===== src/rtl/assert_macros.svh =====
// ----------------------------------------------------------------------------
// Assertion macros
// Shared concurrent assertion helpers for the block's RTL.
// ----------------------------------------------------------------------------
`ifndef ASSERT_MACROS_SVH
`define ASSERT_MACROS_SVH

// Property must hold at every clock edge outside reset
`define ASSERT_PROP(lbl, clk, rst, prop, msg) \
   lbl: assert property (@(posedge clk) disable iff (rst) prop) else $error(msg);

// Condition must never be true outside reset
`define ASSERT_NEVER(lbl, clk, rst, cond, msg) \
   `ASSERT_PROP(lbl, clk, rst, !(cond), msg)

`endif


===== src/rtl/mvm_pkg.sv =====
// ----------------------------------------------------------------------------
// mvm_pkg
// Types, sizes and codes shared by the matrix-vector multiply modules.
// ----------------------------------------------------------------------------
package mvm_pkg;

   // Vector store depth and derived widths
   localparam int unsigned MAX_SIZE = 256;
   localparam int unsigned POS_W    = (MAX_SIZE > 1) ? $clog2(MAX_SIZE) : 1;
   localparam int unsigned COL_W    = 9;
   localparam int unsigned CMP_W    = ((POS_W > COL_W) ? POS_W : COL_W) + 1;

   // Row band sizes
   localparam int unsigned ROW_W    = 8;
   localparam int unsigned ROWS_W   = 9;
   localparam int unsigned ROW_SPAN = 256;

   // Element and sum widths
   localparam int unsigned ELEM_W   = 32;
   localparam int unsigned SUM_W    = 64;

   // Queue between front and back
   localparam int unsigned QUEUE_DEPTH = 4;
   localparam int unsigned QPTR_W      = $clog2(QUEUE_DEPTH);
   localparam int unsigned QCNT_W      = QPTR_W + 1;

   // Configuration register indexes
   localparam int unsigned CSR_IDX_W = 2;
   typedef enum logic [CSR_IDX_W-1:0] {
      CSR_COLUMNS_IN_USE = 2'd0,
      CSR_FIRST_ROW      = 2'd1,
      CSR_ROWS_IN_BAND   = 2'd2
   } csr_index_type;

   // Request opcodes
   typedef enum logic {
      OP_LOAD   = 1'b0,
      OP_MATRIX = 1'b1
   } opcode_type;

   // Effective configuration seen by the front
   typedef struct packed {
      logic [CMP_W-1:0]  eff_cols;
      logic [ROW_W-1:0]  first_row;
      logic [ROWS_W-1:0] eff_rows;
   } cfg_type;

   // One multiply-accumulate operation handed from front to back
   typedef struct packed {
      logic signed [ELEM_W-1:0] elem;
      logic signed [ELEM_W-1:0] vec;
      logic                     row_done;
      logic [ROW_W-1:0]         row_index;
      logic                     last_row;
   } op_type;

endpackage


===== src/rtl/mvm_csr.sv =====
// ----------------------------------------------------------------------------
// mvm_csr
// Configuration registers with clamping to effective column and row counts.
// ----------------------------------------------------------------------------
module mvm_csr (
   input  logic                              clock,
   input  logic                              reset,
   input  logic                              csr_valid,
   output logic                              csr_ready,
   input  logic [mvm_pkg::CSR_IDX_W-1:0]     csr_index,
   input  logic [mvm_pkg::COL_W-1:0]         csr_data,
   output mvm_pkg::cfg_type                  cfg
);
   import mvm_pkg::*;

   logic [COL_W-1:0]  columns_ff, columns_in;
   logic [ROW_W-1:0]  first_row_ff, first_row_in;
   logic [ROWS_W-1:0] rows_ff, rows_in;
   logic [CMP_W-1:0]  cols_nz;

   assign csr_ready = 1'b1;

   // Register write decode
   always_comb begin
      columns_in   = columns_ff;
      first_row_in = first_row_ff;
      rows_in      = rows_ff;
      if (csr_valid) begin
         unique case (csr_index_type'(csr_index))
            CSR_COLUMNS_IN_USE: columns_in   = csr_data;
            CSR_FIRST_ROW:      first_row_in = csr_data[ROW_W-1:0];
            CSR_ROWS_IN_BAND:   rows_in      = csr_data[ROWS_W-1:0];
            default:            ;
         endcase
      end
   end

   always_ff @(posedge clock) begin
      if (reset) begin
         columns_ff   <= COL_W'(MAX_SIZE > 256 ? 256 : MAX_SIZE);
         first_row_ff <= '0;
         rows_ff      <= ROWS_W'(ROW_SPAN);
      end else begin
         columns_ff   <= columns_in;
         first_row_ff <= first_row_in;
         rows_ff      <= rows_in;
      end
   end

   // Zero acts as one, too large clamps to the limit
   always_comb begin
      cols_nz = (columns_ff == '0) ? CMP_W'(1) : CMP_W'(columns_ff);
      cfg.eff_cols  = (cols_nz > CMP_W'(MAX_SIZE)) ? CMP_W'(MAX_SIZE) : cols_nz;
      cfg.first_row = first_row_ff;
      if (rows_ff == '0) begin
         cfg.eff_rows = ROWS_W'(1);
      end else if (rows_ff > ROWS_W'(ROW_SPAN)) begin
         cfg.eff_rows = ROWS_W'(ROW_SPAN);
      end else begin
         cfg.eff_rows = rows_ff;
      end
   end

endmodule


===== config.mk =====
export PLATFORM = sky130hd
export DESIGN_NAME = mvm_csr
export DESIGN_NICKNAME = d
export VERILOG_FILES = /design/src/rtl/assert_macros.svh /design/src/rtl/mvm_pkg.sv /design/src/rtl/mvm_csr.sv
export SDC_FILE = /design/constraint.sdc
export NUM_CORES = 1
export LEC_CHECK = 0
export BUFFER_PORTS_ARGS = -buffer_cell sky130_fd_sc_hd__buf_2
export CAP_MARGIN = 40
export CORE_MARGIN = 2
export CORE_UTILIZATION = 44
export DETAILED_ROUTE_END_ITERATION = 8
export HOLD_SLACK_MARGIN = 0.06
export PLACE_DENSITY = 0.77
export SLEW_MARGIN = 25
export SYNTH_ARGS = -nofsm -noshare
export SYNTH_HDL_FRONTEND = slang
export SYNTH_SLANG_ARGS = --single-unit

===== constraint.sdc =====
create_clock -name clock -period 1.15 [get_ports clock]
set_input_delay 0.115 -clock clock [delete_from_list [all_inputs] [get_ports clock]]
set_output_delay 0.115 -clock clock [all_outputs]
set_load 0.01 [all_outputs]

==> results.yml <==
sta:
  post-route-min-period_ps: 1580
  final-setup-viol-count: 18
  hold_viol: 0
  hold-worst-slack_ps: 82.6
  setup_ws_ps: -427
  finalCritPeriodShare_pct: 137
  rsz0062_at_grt: "true"
  clock-skew-final_ps: 0
  max_freq_mhz: 634
  drv_slew: 0
synth:
  synth_cell_types: 21
  synth_seq_cells: 26
  avgSynthCellArea_sq_um: 10.2
  yosys.area.top_type_share_pct: 40.3
  async_reset_ff_share_pct: 0
  yosys-top-cells-area: "dfxtp_1 (40%), mux2i_1 (20%), nand2b_1 (16%), and2b_2 (4.7%), buf_6 (2.6%)"
  syn-cell-area_sq_um: 1290
  synth_warnings: 0
  syn_nets: 141
  yosys.area.top_type: "dfxtp_1"
  ys_seq_area_share_pct: 40.3
  ys.flop_type: "dfxtp_1"
  syn_inst: 127
  synth_edf_count: 0
worst_setup_path:
  critical_path_class: "flop to output port"
  crit_path_start_kind: "flop"
  cp_max_fo: 2
  crit_chain: "or4_4, o22ai_4, buf_6"
  cp.arrival_ps: 1460
  crit_required_ps: 1030
  critPathMaxStageDelay_ps: 540
  cpMaxStageDelayCell: "or4_4"
  crit_path_end_kind: "output port"
cells_and_area:
  area_growth_pct: 38.2
  antennaDiodeCount: 0
  final_nets: 195
  drive_gt1_share_pct: 46.7
  layout_common_cells: "nand2b_1 (32), buf_2 (31), mux2i_1 (26)"
  final_common_cell: "nand2b_1"
pwr:
  p_per_area_nw_per_um2: 1030
  power_uw: 1840
  leakage_uw: 0.000886
  vdd_ir_drop_max_mv: 0.978
route:
  route.detailed.drc: 0
  wirelength_um: 2960
  firstDrtPassIters: 4
  drt-vias-per-instance: 4.88
  post_drt_wl_per_cell_um: 14.0
  via_count: 1029
  drtIter0Drc: 24
  ant_nets: 0
cts:
  cts_buffers: 3
  cts_tree: "yes"
  cts.sinks: 26
  hold_buffers: 0
  root_buffer: "clkbuf_4"
  clk_latency_ps: 320
  cts_buffer_depth: 2
  h-tree-depth: 1
  path_clk_slew_ps: 150
floorplanning:
  dieWidth_um: 58.2
  core_sq_um: 2780
  rows: 19
  boundaryPins: 42
  die_y_um: 58.2
  dieArea_sq_um: 3380
  start_util_pct: 46.4
placement:
  place_ws_ps: -99.6
  dp_hpwl_um: 2020
  gp_congestion: 0.808
  io_buffers: 39
run:
  cap_violations: 0
grt:
  grt_use_total_pct: 17.4
  antenna_found_initial: 0
  grt_pass1_wl_um: 4500
  grt-ovfl-total: 0
  grt_pass1_vias: 993
  grt_start_max_net_pins: 36
run_status:
  violations: "negative setup slack"
  status: "finished with violations"
min_path:
  hold_path.class: "primary input to flop"
## state kept, by name, indices dropped and copies added, names as in the netlist
signal and count:
columns_ff 9, first_row_ff 8, rows_ff 9
## critical path: cells and delay by family (launching register included)
family	cells	cell delay, ps
buffers and inverters	1	120
DFF	1	340
AOI/OAI and AO/OA	1	140
and+or+nand+nor	1	540
## layout make-up
cell class	count	area, sq um
Multi-Input combinational cell	87	706
Clock inverter	1	30.0
Tap cell	31	38.8
Timing Repair Buffer	61	449
Fill cell	216	997
Sequential cell	26	531
Inverter	2	7.51
Clock buffer	3	22.5
## synth_stat cells, types with 2 or more instances
cell and n:
dfxtp_1 26, buf_2 2, nor2_1 3, o22ai_2 2, nand2b_1 32, inv_1 2
buf_6 3, nor2b_1 4, buf_4 2, and2b_2 7, mux2i_1 26, or4_1 3
and2b_1 3, clkbuf_1 4, conb_1 2
## report_power, final
| group | switching [uW] | leakage [uW] | internal (uW) |
|---|---|---|---|
| Sequential | 20.2 | 0.000213 | 933 |
| Clock | 276 | 0.0000279 | 352 |
| Combinational | 114 | 0.000645 | 144 |
| Total | 410 | 0.000886 | 1430 |
## stage by stage
step / TNS (ps) / utilization, % / instance area, sq um / instances
2_1_floorplan: 0 / - / 1310 / 127
3_3_place_gp: -143 / 57.0 / 1590 / 200
3_5_place_dp: -181 / 57.0 / 1590 / 200
4_1_cts: -2110 / 62.5 / 1740 / 207
5_1_grt: -3560 / 64.1 / 1780 / 211
6_report: -2620 / 64.1 / 1780 / 211
## routing by layer
metal	routed length (um)	track usage, %
met5	0	0
met1	1290	21.8
met2	1540	30.5
met3	104	2.23
met4	22	5.98
## path summary, 6_finish.rpt
check / start / end / slack (ps) / cells after the start
worst min register to register: first_row_ff[4]$_SDFFE_PP0P_ / first_row_ff[4]$_SDFFE_PP0P_ / 490 / 2
worst max register to register: columns_ff[8]$_SDFFE_PP1P_ / columns_ff[8]$_SDFFE_PP1P_ / 150 / 5
worst min-delay path: csr_data[8] / columns_ff[8]$_SDFFE_PP1P_ / 80 / 3
worst max-delay path: columns_ff[5]$_SDFFE_PP0P_ / cfg[17] / -430 / 3
## what timing repair did
action	4_1_cts	5_1_grt
buffers inserted	2	6
setup endpoints to repair	16	17
pin swaps	2	2
resized for setup	19	9
cloned	1	1
## cells by family after synthesis
kind of cell | share of synthesized area, %
buffers and inverters | 7.07
DFF | 40.3
other | 0.582
and+or+nand+nor | 29.9
muxes | 20.2
AOI/OAI and AO/OA | 1.94
No activity file was read; power rests on OpenSTA's default activity.
