<file path="src/rtl/assert_macros.svh">
// ----------------------------------------------------------------------------
// Assertion macros
// Shared concurrent assertion helpers for the block's RTL.
// ----------------------------------------------------------------------------
`ifndef ASSERT_MACROS_SVH
`define ASSERT_MACROS_SVH

// Property must hold at every clock edge outside reset
`define ASSERT_PROP(lbl, clk, rst, prop, msg) \
   lbl: assert property (@(posedge clk) disable iff (rst) prop) else $error(msg);

// Condition must never be true outside reset
`define ASSERT_NEVER(lbl, clk, rst, cond, msg) \
   `ASSERT_PROP(lbl, clk, rst, !(cond), msg)

`endif

</file>
<file path="src/rtl/mvm_pkg.sv">
// ----------------------------------------------------------------------------
// mvm_pkg
// Types, sizes and codes shared by the matrix-vector multiply modules.
// ----------------------------------------------------------------------------
package mvm_pkg;

   // Vector store depth and derived widths
   localparam int unsigned MAX_SIZE = 256;
   localparam int unsigned POS_W    = (MAX_SIZE > 1) ? $clog2(MAX_SIZE) : 1;
   localparam int unsigned COL_W    = 9;
   localparam int unsigned CMP_W    = ((POS_W > COL_W) ? POS_W : COL_W) + 1;

   // Row band sizes
   localparam int unsigned ROW_W    = 8;
   localparam int unsigned ROWS_W   = 9;
   localparam int unsigned ROW_SPAN = 256;

   // Element and sum widths
   localparam int unsigned ELEM_W   = 32;
   localparam int unsigned SUM_W    = 64;

   // Queue between front and back
   localparam int unsigned QUEUE_DEPTH = 4;
   localparam int unsigned QPTR_W      = $clog2(QUEUE_DEPTH);
   localparam int unsigned QCNT_W      = QPTR_W + 1;

   // Configuration register indexes
   localparam int unsigned CSR_IDX_W = 2;
   typedef enum logic [CSR_IDX_W-1:0] {
      CSR_COLUMNS_IN_USE = 2'd0,
      CSR_FIRST_ROW      = 2'd1,
      CSR_ROWS_IN_BAND   = 2'd2
   } csr_index_type;

   // Request opcodes
   typedef enum logic {
      OP_LOAD   = 1'b0,
      OP_MATRIX = 1'b1
   } opcode_type;

   // Effective configuration seen by the front
   typedef struct packed {
      logic [CMP_W-1:0]  eff_cols;
      logic [ROW_W-1:0]  first_row;
      logic [ROWS_W-1:0] eff_rows;
   } cfg_type;

   // One multiply-accumulate operation handed from front to back
   typedef struct packed {
      logic signed [ELEM_W-1:0] elem;
      logic signed [ELEM_W-1:0] vec;
      logic                     row_done;
      logic [ROW_W-1:0]         row_index;
      logic                     last_row;
   } op_type;

endpackage

</file>
<file path="src/rtl/mvm_back.sv">
// ----------------------------------------------------------------------------
// mvm_back
// Multiply stage, saturating accumulator and result register.
// ----------------------------------------------------------------------------
module mvm_back (
   input  logic                              clock,
   input  logic                              reset,
   input  logic                              pop_valid,
   output logic                              pop,
   input  mvm_pkg::op_type                   pop_data,
   output logic                              rsp_valid,
   input  logic                              rsp_ready,
   output logic [mvm_pkg::ROW_W-1:0]         rsp_row_index,
   output logic signed [mvm_pkg::SUM_W-1:0]  rsp_dot_product,
   output logic                              rsp_saturated,
   output logic                              rsp_last_row
);
   import mvm_pkg::*;

   localparam logic signed [SUM_W-1:0] SUM_MAX = {1'b0, {(SUM_W-1){1'b1}}};
   localparam logic signed [SUM_W-1:0] SUM_MIN = {1'b1, {(SUM_W-1){1'b0}}};

   logic                     m_valid_ff;
   logic signed [SUM_W-1:0]  m_prod_ff;
   logic                     m_row_done_ff;
   logic [ROW_W-1:0]         m_row_index_ff;
   logic                     m_last_ff;

   logic signed [SUM_W-1:0]  sum_ff, sum_in;
   logic                     clip_ff, clip_in;
   logic                     rsp_valid_ff, rsp_valid_in;

   logic signed [ELEM_W-1:0] mul_a, mul_b;
   logic signed [SUM_W-1:0]  product;
   logic [SUM_W:0]           wide_sum;
   logic                     ovf;
   logic signed [SUM_W-1:0]  next_sum;
   logic                     adv_acc;

   // Multiply stage feed
   assign mul_a   = pop_data.elem;
   assign mul_b   = pop_data.vec;
   assign product = mul_a * mul_b;
   assign adv_acc = m_valid_ff && (!m_row_done_ff || !rsp_valid_ff || rsp_ready);
   assign pop     = pop_valid && (!m_valid_ff || adv_acc);

   // Saturating add of the registered product
   always_comb begin
      wide_sum = {sum_ff[SUM_W-1], sum_ff} + {m_prod_ff[SUM_W-1], m_prod_ff};
      ovf      = (wide_sum[SUM_W] != wide_sum[SUM_W-1]);
      next_sum = ovf ? (m_prod_ff[SUM_W-1] ? SUM_MIN : SUM_MAX)
                     : signed'(wide_sum[SUM_W-1:0]);

      sum_in       = sum_ff;
      clip_in      = clip_ff;
      rsp_valid_in = rsp_valid_ff && !rsp_ready;
      if (adv_acc) begin
         if (m_row_done_ff) begin
            sum_in       = '0;
            clip_in      = 1'b0;
            rsp_valid_in = 1'b1;
         end else begin
            sum_in  = next_sum;
            clip_in = clip_ff || ovf;
         end
      end
   end

   always_ff @(posedge clock) begin
      if (reset) begin
         m_valid_ff   <= 1'b0;
         sum_ff       <= '0;
         clip_ff      <= 1'b0;
         rsp_valid_ff <= 1'b0;
      end else begin
         m_valid_ff   <= pop || (m_valid_ff && !adv_acc);
         sum_ff       <= sum_in;
         clip_ff      <= clip_in;
         rsp_valid_ff <= rsp_valid_in;
      end
   end

   // Product register
   always_ff @(posedge clock) begin
      if (pop) begin
         m_prod_ff      <= product;
         m_row_done_ff  <= pop_data.row_done;
         m_row_index_ff <= pop_data.row_index;
         m_last_ff      <= pop_data.last_row;
      end
   end

   // Result register
   always_ff @(posedge clock) begin
      if (adv_acc && m_row_done_ff) begin
         rsp_row_index   <= m_row_index_ff;
         rsp_dot_product <= next_sum;
         rsp_saturated   <= clip_ff || ovf;
         rsp_last_row    <= m_last_ff;
      end
   end

   assign rsp_valid = rsp_valid_ff;

endmodule

</file>
<file path="config.mk">
export PLATFORM = sky130hd
export DESIGN_NAME = mvm_back
export DESIGN_NICKNAME = d
export VERILOG_FILES = /design/src/rtl/assert_macros.svh /design/src/rtl/mvm_pkg.sv /design/src/rtl/mvm_back.sv
export SDC_FILE = /design/constraint.sdc
export NUM_CORES = 2
export LEC_CHECK = 0
export ABC_AREA = 1
export BUFFER_PORTS_ARGS = -buffer_cell sky130_fd_sc_hd__buf_2
export CAP_MARGIN = 5
export CORE_ASPECT_RATIO = 1.1
export CORE_MARGIN = 2
export CORE_UTILIZATION = 45
export CTS_CLUSTER_SIZE = 40
export DETAILED_ROUTE_END_ITERATION = 8
export SLEW_MARGIN = 30
export SYNTH_ARGS = -nofsm -noshare
export SYNTH_HDL_FRONTEND = slang
export SYNTH_SLANG_ARGS = --single-unit
</file>
<file path="constraint.sdc">
create_clock -name clock -period 24.9 [get_ports clock]
set_input_delay 4.98 -clock clock [delete_from_list [all_inputs] [get_ports clock]]
set_output_delay 4.98 -clock clock [all_outputs]
set_load 0.02 [all_outputs]
</file>
==> impl_metrics.tcl <==
set metrics [dict create \
    result_of_the_run "complete, no violations" \
    cts.root.buffer_cell "clkbuf_16" \
    tritoncts "done" \
    pin_slew_with_the_least_headroom_to_its_limit_ps 1040 \
    synth_top_cells_by_area "fa_1 (43%), inv_1 (14%), nand2_1 (14%)" \
    startpoint_type "input pin" \
    path_type_of_the_worst_setup_path "input pin to flip-flop" \
    timing.critical_path.slowest_stage_cell "fa_1" \
    max_freq_mhz 79.6 \
    yosysUniqueCellTypes 41 \
    syn_nets 7953 \
    cts_setup_buffers 0 \
    ys_seq_elements 215 \
    first_global_vias 42800 \
    detailed_place_hpwl_mm 121 \
    die_height_um 357 \
    fin_crit_ps 12570 \
    netlist_area_um2 51000 \
    setup_total_negative_slack_ps 0 \
    holdCritPathClass "flip-flop to flip-flop" \
    grt_use_total 0.261 \
    tritoncts_num_sinks 215 \
    route.vias.total 39900 \
    floorplan.initialDensity 0.454 \
    drt-vias-per-instance 4.96 \
    crit_path_max_fanout 32 \
    synth_async_sr_flop_share 0 \
    dieArea_um2 116000 \
    avgSynthCellArea_um2 7.79 \
    std_cell_rows 129 \
    crit_top_cell "fa_1" \
    clk-insertion-delay-late_ps 520 \
    area_after_detailed_placement_um2 52900 \
    route.detailed.drc 0 \
    first_pass_iters 6 \
    crit_family "adder cells" \
    cts-resized-gates 0 \
    worst-r2r-setup-slack_ps 20790 \
    layout-drive-gt1-share 0.0368 \
    ctsHoldBuffers 0 \
    area_growth_pct 5.11 \
    synth_largest_type_area_fraction 0.425 \
    synth_area_leader "fa_1" \
    clk_pin_slew_ps 70 \
    port-buffer-count 153 \
    rsz0062_at_grt "no" \
    setup_viol 0 \
    timing_hold_violations_final 0 \
    drt_wl_total_mm 147 \
    cts_buf_count 20 \
    htree_levels 1 \
    cts_buffer_depth 3 \
    timing.critical_path.buf_inv 6 \
    avgRoutedWirePerCell_um 18.3 \
    critPathCaptureType "flip-flop" \
    overflow 0 \
    design.final.nets 7922 \
    worst_ep_arrival_time_ps 12850 \
    yosys.cell_count.top_type "inv_1" \
    timing.max_cap.violations 0 \
    final_weighted_congestion_of_routability_driven_global_placement 0.975 \
    maxSlewViolCount 0 \
    timing.hold.ws_ps 419 \
    cp_data_required_time_ps 25180 \
    final.fill_count 11300 \
    final_antenna_net_count 0 \
    number_of_synthesized_flops_with_an_enable_pin 148 \
    largest_net_degree_at_the_start_of_global_routing 87 \
    grt_antenna_before_repair 11 \
    finalInstanceArea_um2 53600 \
    synth_sequential_area_ratio 0.114 \
    synth_common_cells "inv_1 (1943), nand2_1 (1908), fa_1 (1083)" \
    postSynth.topFlopCell "edfxtp_1" \
    placeableCoreArea_um2 112000 \
    fp.dieW_um 325 \
    post_route_fraction_of_the_period_consumed_by_the_critical_path 0.505 \
    grt_first_pass_wirelength_mm 237 \
    drt_first_iter_violations 2700 \
    worst_slew_margin_rel 0.308 \
    skew_ps 14.2 \
    timing.critical_path.slowest_cell_delay_ps 860 \
    warning_count_from_the_yosys_run 0 \
    synthCells 6544 \
    floorplan.io_pins 154 \
]
area by class of cell:
cell class | instances | area, µm² | share of cell area
multi-input cells | 4150 | 36900 | 0.690
inverters | 1946 | 7310 | 0.136
flip-flops and latches | 215 | 5790 | 0.108
well taps | 1506 | 1880 | 0.0352
repair buffers | 180 | 971 | 0.0181
clock buffers | 23 | 533 | 0.00995
clock inverters | 11 | 126 | 0.00236
diodes | 7 | 17.5 | 0.000327
per-layer routing:
layer,global-route usage,wire length (µm)
met1,0.353,63500
met2,0.446,69500
met3,0.0296,9560
met4,0.0723,4430
met5,0,88
cell families (layout without fill, tap and decap cells):
kind of cell | after synthesis | in the layout | share of synthesized area
adders and majority gates | 1331 | 1331 | 0.486
and+or+nand+nor | 2388 | 2388 | 0.185
DFF | 215 | 215 | 0.114
buffers and inverters | 2179 | 2160 | 0.162
AOI/OAI and AO/OA | 327 | 327 | 0.0355
other | 0 | 7 | 0
xor gates and xnor gates | 104 | 104 | 0.0179
per-stage QoR:
| step | cells | setup WS (ps) | util |
|---|---|---|---|
| 2_1_floorplan | 6544 | 12960 | - |
| 3_3_place_gp | 7997 | 11840 | 0.471 |
| 3_5_place_dp | 7997 | 11730 | 0.471 |
| 4_1_cts | 8031 | 12330 | 0.477 |
| 5_1_grt | 8035 | 11760 | 0.477 |
| 6_report | 8038 | 12330 | 0.477 |
state kept, by name, summed over array words and instances, names as in the netlist, 8 cells and up:
| name | flops |
|---|---|
| m_prod_ff | 64 |
| rsp_dot_product | 64 |
| sum_ff | 64 |
| m_row_index_ff | 8 |
| rsp_row_index | 8 |
cell usage in the layout (no fill, tap or decap), types with 5 or more instances in the layout:
cell type  instances
xnor2_1           57
buf_4             28
ha_1             248
clkbuf_16         21
a21boi_0           6
o21bai_1          21
a21oi_1          189
nor2_1           225
buf_2            152
edfxtp_1         148
a21o_1            15
inv_1           1941
nand2_1         1906
nand3b_1          15
nor4_1             6
nand2_2            9
diode_2            7
dfxtp_1           67
and3_1             5
xor2_1            47
nand4_1           25
o21ai_0           64
or2_2              9
a31oi_1           18
nand3_1          155
o21a_1             6
fa_1            1083
nor3_1            23
worst paths after layout:
path / from / end / cells after the start
hold reg to reg: m_row_index_ff[3] / rsp_row_index[3] / 0
setup / recovery: pop_data[15] / m_prod_ff[61] / 25
setup reg to reg: m_prod_ff[0] / sum_ff[40] / 16
hold / removal: m_row_index_ff[3] / rsp_row_index[3] / 0
Power is not shown: default switching activity piles up to over one toggle a cycle in this logic, so the estimate is an artifact.
