### config.mk
export PLATFORM = sky130hd
export DESIGN_NAME = mvm_queue
export DESIGN_NICKNAME = d
export VERILOG_FILES = /design/src/rtl/assert_macros.svh /design/src/rtl/mvm_pkg.sv /design/src/rtl/mvm_queue.sv
export SDC_FILE = /design/constraint.sdc
export NUM_CORES = 1
export LEC_CHECK = 0
export ABC_AREA = 1
export BUFFER_PORTS_ARGS = -buffer_cell sky130_fd_sc_hd__buf_2
export CAP_MARGIN = 20
export CORE_ASPECT_RATIO = 1.25
export CORE_UTILIZATION = 43
export DETAILED_ROUTE_END_ITERATION = 8
export GPL_TIMING_DRIVEN = 0
export PLACE_DENSITY_LB_ADDON = 0.1
export SYNTH_ARGS = -nofsm -noshare
export SYNTH_HDL_FRONTEND = slang
export SYNTH_SLANG_ARGS = --single-unit
### constraint.sdc
create_clock -name clock -period 3.45 [get_ports clock]
set_clock_uncertainty 0.1 [all_clocks]
set_input_delay 0.69 -clock clock [delete_from_list [all_inputs] [get_ports clock]]
set_output_delay 0.69 -clock clock [all_outputs]
set_load 0.02 [all_outputs]
### src/rtl/assert_macros.svh
// ----------------------------------------------------------------------------
// Assertion macros
// Shared concurrent assertion helpers for the block's RTL.
// ----------------------------------------------------------------------------
`ifndef ASSERT_MACROS_SVH
`define ASSERT_MACROS_SVH

// Property must hold at every clock edge outside reset
`define ASSERT_PROP(lbl, clk, rst, prop, msg) \
   lbl: assert property (@(posedge clk) disable iff (rst) prop) else $error(msg);

// Condition must never be true outside reset
`define ASSERT_NEVER(lbl, clk, rst, cond, msg) \
   `ASSERT_PROP(lbl, clk, rst, !(cond), msg)

`endif

### src/rtl/mvm_pkg.sv
// ----------------------------------------------------------------------------
// mvm_pkg
// Types, sizes and codes shared by the matrix-vector multiply modules.
// ----------------------------------------------------------------------------
package mvm_pkg;

   // Vector store depth and derived widths
   localparam int unsigned MAX_SIZE = 256;
   localparam int unsigned POS_W    = (MAX_SIZE > 1) ? $clog2(MAX_SIZE) : 1;
   localparam int unsigned COL_W    = 9;
   localparam int unsigned CMP_W    = ((POS_W > COL_W) ? POS_W : COL_W) + 1;

   // Row band sizes
   localparam int unsigned ROW_W    = 8;
   localparam int unsigned ROWS_W   = 9;
   localparam int unsigned ROW_SPAN = 256;

   // Element and sum widths
   localparam int unsigned ELEM_W   = 32;
   localparam int unsigned SUM_W    = 64;

   // Queue between front and back
   localparam int unsigned QUEUE_DEPTH = 4;
   localparam int unsigned QPTR_W      = $clog2(QUEUE_DEPTH);
   localparam int unsigned QCNT_W      = QPTR_W + 1;

   // Configuration register indexes
   localparam int unsigned CSR_IDX_W = 2;
   typedef enum logic [CSR_IDX_W-1:0] {
      CSR_COLUMNS_IN_USE = 2'd0,
      CSR_FIRST_ROW      = 2'd1,
      CSR_ROWS_IN_BAND   = 2'd2
   } csr_index_type;

   // Request opcodes
   typedef enum logic {
      OP_LOAD   = 1'b0,
      OP_MATRIX = 1'b1
   } opcode_type;

   // Effective configuration seen by the front
   typedef struct packed {
      logic [CMP_W-1:0]  eff_cols;
      logic [ROW_W-1:0]  first_row;
      logic [ROWS_W-1:0] eff_rows;
   } cfg_type;

   // One multiply-accumulate operation handed from front to back
   typedef struct packed {
      logic signed [ELEM_W-1:0] elem;
      logic signed [ELEM_W-1:0] vec;
      logic                     row_done;
      logic [ROW_W-1:0]         row_index;
      logic                     last_row;
   } op_type;

endpackage

### src/rtl/mvm_queue.sv
// ----------------------------------------------------------------------------
// mvm_queue
// Short FIFO of MAC operations between the front and the back.
// ----------------------------------------------------------------------------
module mvm_queue (
   input  logic                       clock,
   input  logic                       reset,
   input  logic                       push_valid,
   input  mvm_pkg::op_type            push_data,
   output logic                       pop_valid,
   input  logic                       pop,
   output mvm_pkg::op_type            pop_data,
   output logic [mvm_pkg::QCNT_W-1:0] level
);
   import mvm_pkg::*;

   op_type              entry_ff [QUEUE_DEPTH];
   logic [QPTR_W-1:0]   wr_ptr_ff, wr_ptr_in;
   logic [QPTR_W-1:0]   rd_ptr_ff, rd_ptr_in;
   logic [QCNT_W-1:0]   count_ff, count_in;
   logic                do_pop;

   assign pop_valid = (count_ff != '0);
   assign do_pop    = pop && pop_valid;
   assign pop_data  = entry_ff[rd_ptr_ff];
   assign level     = count_ff;

   // Pointer and occupancy update
   always_comb begin
      wr_ptr_in = push_valid ? wr_ptr_ff + QPTR_W'(1) : wr_ptr_ff;
      rd_ptr_in = do_pop ? rd_ptr_ff + QPTR_W'(1) : rd_ptr_ff;
      count_in  = count_ff + QCNT_W'(push_valid) - QCNT_W'(do_pop);
   end

   always_ff @(posedge clock) begin
      if (reset) begin
         wr_ptr_ff <= '0;
         rd_ptr_ff <= '0;
         count_ff  <= '0;
      end else begin
         wr_ptr_ff <= wr_ptr_in;
         rd_ptr_ff <= rd_ptr_in;
         count_ff  <= count_in;
      end
   end

   always_ff @(posedge clock) begin
      if (push_valid) begin
         entry_ff[wr_ptr_ff] <= push_data;
      end
   end

endmodule

==> results of run 1 <==
## routing by layer
| layer | vias to the layer above | wire, µm |
|---|---|---|
| met5 | - | 34 |
| met1 | 3365 | 10700 |
| met2 | 176 | 12500 |
| met4 | 6 | 521 |
| li1 | 3303 | - |
| met3 | 41 | 1460 |
## state kept, by name, indices dropped and copies added (netlist names), named ones only
name	flops
wr_ptr_ff	2
entry_ff	296
level	3
rd_ptr_ff	2
## worst max-delay path, delay by kind of cell, from the launching register on
kind	cells	cell delay [ps]
AOI/OAI and AO/OA	2	450
buffers and inverters	3	950
DFF	1	340
## power by group
group	internal [mW]	leakage, nW	switching [mW]
sequential	4.25	2.79	0.0492
combinational	0.756	1.61	1.67
clock	2.30	0.545	1.32
## cells in the final DEF, fill, tap and decap left out, types with 4 or more instances in the layout
cell type / Yosys / final
sky130_fd_sc_hd__a21oi_1: 5 / 5
sky130_fd_sc_hd__buf_16: 0 / 4
sky130_fd_sc_hd__buf_2: 8 / 163
sky130_fd_sc_hd__buf_4: 6 / 6
sky130_fd_sc_hd__buf_6: 12 / 12
sky130_fd_sc_hd__bufinv_16: 0 / 9
sky130_fd_sc_hd__clkbuf_1: 20 / 22
sky130_fd_sc_hd__clkbuf_16: 0 / 31
sky130_fd_sc_hd__clkinv_1: 0 / 6
sky130_fd_sc_hd__clkinv_2: 0 / 6
sky130_fd_sc_hd__dfxtp_1: 9 / 9
sky130_fd_sc_hd__edfxtp_1: 296 / 296
sky130_fd_sc_hd__ha_1: 6 / 6
sky130_fd_sc_hd__inv_1: 17 / 13
sky130_fd_sc_hd__inv_4: 1 / 5
sky130_fd_sc_hd__nand2_1: 12 / 12
sky130_fd_sc_hd__nor2_1: 155 / 155
sky130_fd_sc_hd__o21ai_0: 96 / 96
sky130_fd_sc_hd__o21ai_1: 54 / 54
sky130_fd_sc_hd__o22ai_1: 74 / 74
## cell type report
type                            instances  area (µm²)
Clock inverter                         22         330
Fill cell                            2252       12200
Antenna cell                            2        5.00
Sequential cell                       305        9070
Inverter                               18        80.1
Timing Repair Buffer                  159         886
Clock buffer                           33         783
Multi-Input combinational cell        406        1980
Tap cell                              340         425
Buffer                                 48         305
## cells in the mapped netlist
| cell | number | area share |
|---|---|---|
| sky130_fd_sc_hd__clkbuf_1 | 20 | 0.0066 |
| sky130_fd_sc_hd__fa_1 | 1 | 0.0018 |
| sky130_fd_sc_hd__inv_4 | 1 | 0.00055 |
| sky130_fd_sc_hd__dfxtp_1 | 9 | 0.016 |
| sky130_fd_sc_hd__o21ai_0 | 96 | 0.042 |
| sky130_fd_sc_hd__a21oi_1 | 5 | 0.0022 |
| sky130_fd_sc_hd__nand3_1 | 2 | 0.00088 |
| sky130_fd_sc_hd__o22ai_1 | 74 | 0.041 |
| sky130_fd_sc_hd__a21boi_0 | 1 | 0.00066 |
| sky130_fd_sc_hd__inv_1 | 17 | 0.0056 |
| sky130_fd_sc_hd__o21ai_1 | 54 | 0.024 |
| sky130_fd_sc_hd__nor2_1 | 155 | 0.051 |
| sky130_fd_sc_hd__edfxtp_1 | 296 | 0.78 |
| sky130_fd_sc_hd__nand2_1 | 12 | 0.0039 |
| sky130_fd_sc_hd__buf_2 | 8 | 0.0035 |
| sky130_fd_sc_hd__buf_6 | 12 | 0.012 |
| sky130_fd_sc_hd__buf_4 | 6 | 0.0039 |
| sky130_fd_sc_hd__ha_1 | 6 | 0.0066 |
| sky130_fd_sc_hd__clkbuf_2 | 2 | 0.00088 |
## path summary, 6_finish.rpt
kind,to,start,cells past startpoint
hold / removal,level[1]$_SDFF_PP0_,reset,2
setup / recovery,pop_data[33],flop,5
hold reg to reg,rd_ptr_ff[0]$_SDFFE_PP0P_,rd_ptr_ff[0]$_SDFFE_PP0P_,2
setup reg to reg,entry_ff[2][45]$_DFFE_PP_,wr_ptr_ff[0]$_SDFFE_PP0P_,5
## logic make-up after synthesis
| kind of cell | Yosys count | share of synthesized area |
|---|---|---|
| buf+inv | 66 | 0.0329 |
| simple gates | 169 | 0.0558 |
| flops | 305 | 0.794 |
| compound gates | 230 | 0.109 |
| fa+ha+maj | 7 | 0.00833 |
## through the flow
| step | power [mW] | cell area, µm² | utilization | setup TNS (ps) | hold slack (ps) |
|---|---|---|---|---|---|
| 4_1_cts | 10.4 | 13900 | 0.531 | 0 | 205 |
| 6_report | 10.3 | 13900 | 0.531 | 0 | 228 |
| 3_5_place_dp | 6.83 | 12700 | 0.488 | 0 | 394 |
| 2_1_floorplan | 5.91 | 11400 | - | 0 | 348 |
| 3_3_place_gp | 6.83 | 12600 | 0.484 | -187100 | 367 |
| 5_1_grt | 10.8 | 13900 | 0.531 | 0 | 213 |
==> parameters.txt, run 1 <==
Parameter                              Value

Synthesis
  Yosys warning total    0
  Average footprint of a synthesized cell    14.7 µm²
  Synth Register Bits    305
  Post-synth design cell area    about 0.011 mm²
  Sequential share of the synthesized area    0.794
  Number of instances in the synthesized netlist    777
  Synthesized netlist net count    862
  Count of unique library cells instantiated by Yosys    19

Detailed routing
  Vias per Instance    5.17
  Routed Antenna Nets    0
  Pre-Repair DR Iteration Count    5
  DR WL/cell    approximately 19 µm
  Starting DRC count in detailed routing    ~360
  Total length of routed wires    between 20,000 and 30,000 µm
  Remaining DRCs    0
  Vias after detailed routing    6,891

Critical path
  Critical path's slowest cell    sky130_fd_sc_hd__clkbuf_1
  Critical path arrival    2290 ps
  Crit. End Element    output port
  Required time at the endpoint of the critical path    2660 ps
  Worst path max stage delay    420 ps
  Worst setup slack for register-to-register paths    approximately 1600 ps
  Critical path startpoint category    flop
  Category of the critical setup timing path    reg -> out
  Maximum fanout along the worst path    10
  Worst path cell trace    buf_2, clkbuf_1, o21ai_0, o22ai_1, buf_2
  Most numerous cell on the critical path    sky130_fd_sc_hd__buf_2

Clock tree
  CTS tree    built
  Number of hold buffers added after CTS    0
  CTS root buf    sky130_fd_sc_hd__clkbuf_16
  Maximum clock insertion buffer count    3
  Resized cells post-CTS    0
  H-tree levels    1
  Clock buffers created by TritonCTS    30
  Number of clock sinks seen by CTS    slightly above 300
  Post-CTS Setup Inserts    0
  Skew-Pair Late Insertion Delay    540 ps
  Clock-pin slew of the registers on the worst-case setup and hold paths    60 ps

Placement
  # port buffers    155
  Placed cell count    1,276
  Setup slack after placement    916 ps
  Routability congestion estimate from global placement    0.709
  Final HPWL DP    14,900 µm

Floorplanning
  Total Die Area    0.0272 mm²
  I/O pin count    between 150 and 200
  Effective utilization at floorplan    0.438
  Core Footprint    0.0261 mm²
  Std-Cell Rows    66
  Y dimension of the die    184 µm
  Die width    148 µm

Global routing
  Busiest layer in global routing    met2
  Global-route total usage across every layer    0.184
  Total grt overflow    0
  Met1 Usage GRT    0.237
  Initial antenna violation count    5
  Pin count of the biggest net entering global routing    57
  Via count of the first global-routing pass    6,646
  Global-route wire length before repair    37,400 µm
  Global routing usage on met2    0.315
  Met3 Usage GRT    0.0356

Run
  # Max-Cap Violations    0

Timing
  Relative slew slack    0.584
  Final Setup Violations    0
  Number of hold violations in the final report    0
  Final clock period utilization by the worst path    0.893
  Final WS setup    368 ps
  Fin. max-slew vios    0
  Worst Tran Pin Value    about 620 ps
  Unrepaired setup endpoints after global routing    no
  Final period demand of the worst path    3080 ps
  Fmax    324 MHz

Power
  LEAKAGE    4.94 nW
  Pwr dens    745 mW/mm²
  Worst vdd rail ir drop    0.437 mV

Cells and area
  Post-route non-filler standard cell count    1,333
  Fraction of final layout cells with drive strength greater than 1    0.241
  Final nets    around 1,100
  Synth-to-layout area growth    21.4%

Worst hold path
  Worst hold-check path type    in -> reg

Status
  Result of the run    completed
No activity file was read; power rests on OpenSTA's default activity.
==> run 2: changes to the inputs <==
Settings changed: CELL_PAD_IN_SITES_DETAIL_PLACEMENT from default to 0, CELL_PAD_IN_SITES_GLOBAL_PLACEMENT from default to 1, PLACE_DENSITY_LB_ADDON 0.1 to 0.12.
==> run 2 against run 1 <==
Against the previous run:
- largest cell class unchanged
- critical path type unchanged
- fmax increased by 0.45%
- worst setup slack improved by 14 ps
- routed wire length increased by 1.3%
- final area decreased by 1.8%
- via count increased by 0.22%
- total power decreased by 6.4%
- sequential power about the same
- first-iteration DRC count decreased by 7.3%
==> parameters.txt, run 2 (synthesis results as in run 1) <==
Parameter                              Value

Floorplanning
  Total Die Area    0.0272 mm² (unchanged)
  Effective utilization at floorplan    0.438 (unchanged)
  Core Footprint    0.0261 mm² (unchanged)
  Die width    148 µm (unchanged)
  I/O pin count    156 (unchanged)
  Y dimension of the die    184 µm (unchanged)
  Std-Cell Rows    66 (unchanged)

Clock tree
  Resized cells post-CTS    0 (unchanged)
  Clock-pin slew of the registers on the worst-case setup and hold paths    60 ps (about the same)
  CTS root buf    sky130_fd_sc_hd__clkbuf_16
  Maximum clock insertion buffer count    3 (unchanged)
  H-tree levels    1 (unchanged)
  Post-CTS Setup Inserts    0 (unchanged)
  Clock buffers created by TritonCTS    29 (-3.3%)
  CTS tree    built
  Number of hold buffers added after CTS    0 (unchanged)
  Number of clock sinks seen by CTS    305 (unchanged)
  Skew-Pair Late Insertion Delay    530 ps (about the same)

Critical path
  Crit. End Element    output port
  Category of the critical setup timing path    reg -> out
  Critical path startpoint category    flop
  Required time at the endpoint of the critical path    2660 ps (about the same)
  Critical path arrival    2280 ps (about the same)
  Maximum fanout along the worst path    10 (unchanged)

Timing
  Unrepaired setup endpoints after global routing    no
  Final period demand of the worst path    3070 ps (-13.7 ps)
  Relative slew slack    0.585 (+0.000656)
  Worst hold slack after final layout    239 ps (+11.4 ps)
  Final clock period utilization by the worst path    0.889 (-0.00398)
  Fin. max-slew vios    0 (unchanged)
  Worst Tran Pin Value    623 ps (-0.985 ps)
  Fmax    326 MHz (+0.45%)
  Final Setup Violations    0 (unchanged)
  Number of hold violations in the final report    0 (unchanged)

Detailed routing
  Vias per Instance    5.20 (+0.52%)
  Remaining DRCs    0 (unchanged)
  Routed Antenna Nets    0 (unchanged)
  Starting DRC count in detailed routing    329 (-7.3%)
  Vias after detailed routing    6,906 (+0.22%)
  Total length of routed wires    25,600 µm (+1.3%)
  DR WL/cell    19.2 µm (+1.6%)
  Pre-Repair DR Iteration Count    4 (-1)

Cells and area
  Largest register FFs    296 (unchanged)
  Most common library cell in the layout ignoring fill and taps    sky130_fd_sc_hd__edfxtp_1
  Synth-to-layout area growth    19.2%
  Total of fill cells in the finished design    2,292 (+1.8%)
  Final nets    1,052 (-0.095%)
  Utilization after layout    0.522 (-0.00935)
  Commonest cells after routing, fill and taps aside    sky130_fd_sc_hd__edfxtp_1 (296), sky130_fd_sc_hd__buf_2 (163), sky130_fd_sc_hd__nor2_1 (155)
  Post-route non-filler standard cell count    1,329 (-0.30%)
  Fraction of final layout cells with drive strength greater than 1    0.232 (-0.00892)
  Top register by number of flip-flops    entry_ff

Placement
  Routability congestion estimate from global placement    0.710 (about the same)
  # port buffers    155 (unchanged)
  Final HPWL DP    15,200 µm (+2.2%)
  Placed cell count    1,276 (unchanged)

Global routing
  Pin count of the biggest net entering global routing    49 (-14%)
  Initial antenna violation count    4 (-1)
  Total grt overflow    0 (unchanged)
  Global-route total usage across every layer    0.187 (+0.00302)
  Via count of the first global-routing pass    6,798 (+2.3%)
  Global-route wire length before repair    37,900 µm (+1.1%)

Power
  PnR Total Power    9.67 mW (-6.4%)
  Worst vdd rail ir drop    0.398 mV (-8.9%)
  Pwr dens    710 mW/mm² (-4.7%)
  LEAKAGE    4.82 nW (-2.5%)

Worst hold path
  Worst hold-check path type    in -> reg

Status
  Result of the run    completed

Run
  # Max-Cap Violations    0 (unchanged)
-- run 2: cell count changes in the layout (fill, tap and decap cells not counted) --
cell / before / now
sky130_fd_sc_hd__clkinv_2: 6 / 5
sky130_fd_sc_hd__bufinv_16: 9 / 2
sky130_fd_sc_hd__diode_2: 2 / 3
sky130_fd_sc_hd__clkbuf_16: 31 / 29
sky130_fd_sc_hd__clkinv_1: 6 / 5
sky130_fd_sc_hd__clkbuf_1: 22 / 28
-- run 2: layout make-up --
cell class	count	area, µm²	share of cell area
Antenna cell	3	7.51	0.000551
Buffer	48	305	0.0224
Clock buffer	37	756	0.0555
Clock inverter	13	111	0.00818
Inverter	18	80.1	0.00588
Multi-Input combinational cell	406	1980	0.145
Sequential cell	305	9070	0.666
Tap cell	340	425	0.0312
Timing Repair Buffer	159	886	0.0650
-- run 2: layer usage --
metal  wire length (µm)  GRT usage  up-vias
met5                 10          0        -
met4                527     0.0602        2
met3               1230     0.0287       39
met2              13000      0.330      164
met1              10800      0.235     3400
li1                   -          -     3301
-- run 2: worst paths after layout --
check / start / end / slack (ps) / depth (start not counted)
min reg2reg: rd_ptr_ff[0]$_SDFFE_PP0P_ / rd_ptr_ff[0]$_SDFFE_PP0P_ / 400 / 2
min: reset / level[1]$_SDFF_PP0_ / 240 / 2
max reg2reg: wr_ptr_ff[0]$_SDFFE_PP0P_ / entry_ff[0][51]$_DFFE_PP_ / 1540 / 5
max: flop / pop_data[16] / 380 / 5
-- run 2: report_power, final --
group / switching, mW / total, mW / internal, mW
Clock: 1.26 / 2.94 / 1.68
Sequential: 0.0470 / 4.30 / 4.25
Combinational: 1.68 / 2.43 / 0.756
Total: 2.98 / 9.67 / 6.69
-- run 2: through the flow --
step	worst slack [ps]	TNS, ps	cell area (µm²)
2_1_floorplan	763	0	11400
3_3_place_gp	-780	-206050	12600
3_5_place_dp	911	0	12700
4_1_cts	340	0	13600
5_1_grt	192	0	13600
6_report	382	0	13600
-- run 2: critical path, stage by stage (launching register included) --
cell and delay [ps]:
sky130_fd_sc_hd__dfxtp_1 350, sky130_fd_sc_hd__buf_2 320, sky130_fd_sc_hd__clkbuf_1 430, sky130_fd_sc_hd__o21ai_0 170, sky130_fd_sc_hd__o22ai_1 270, sky130_fd_sc_hd__buf_2 220
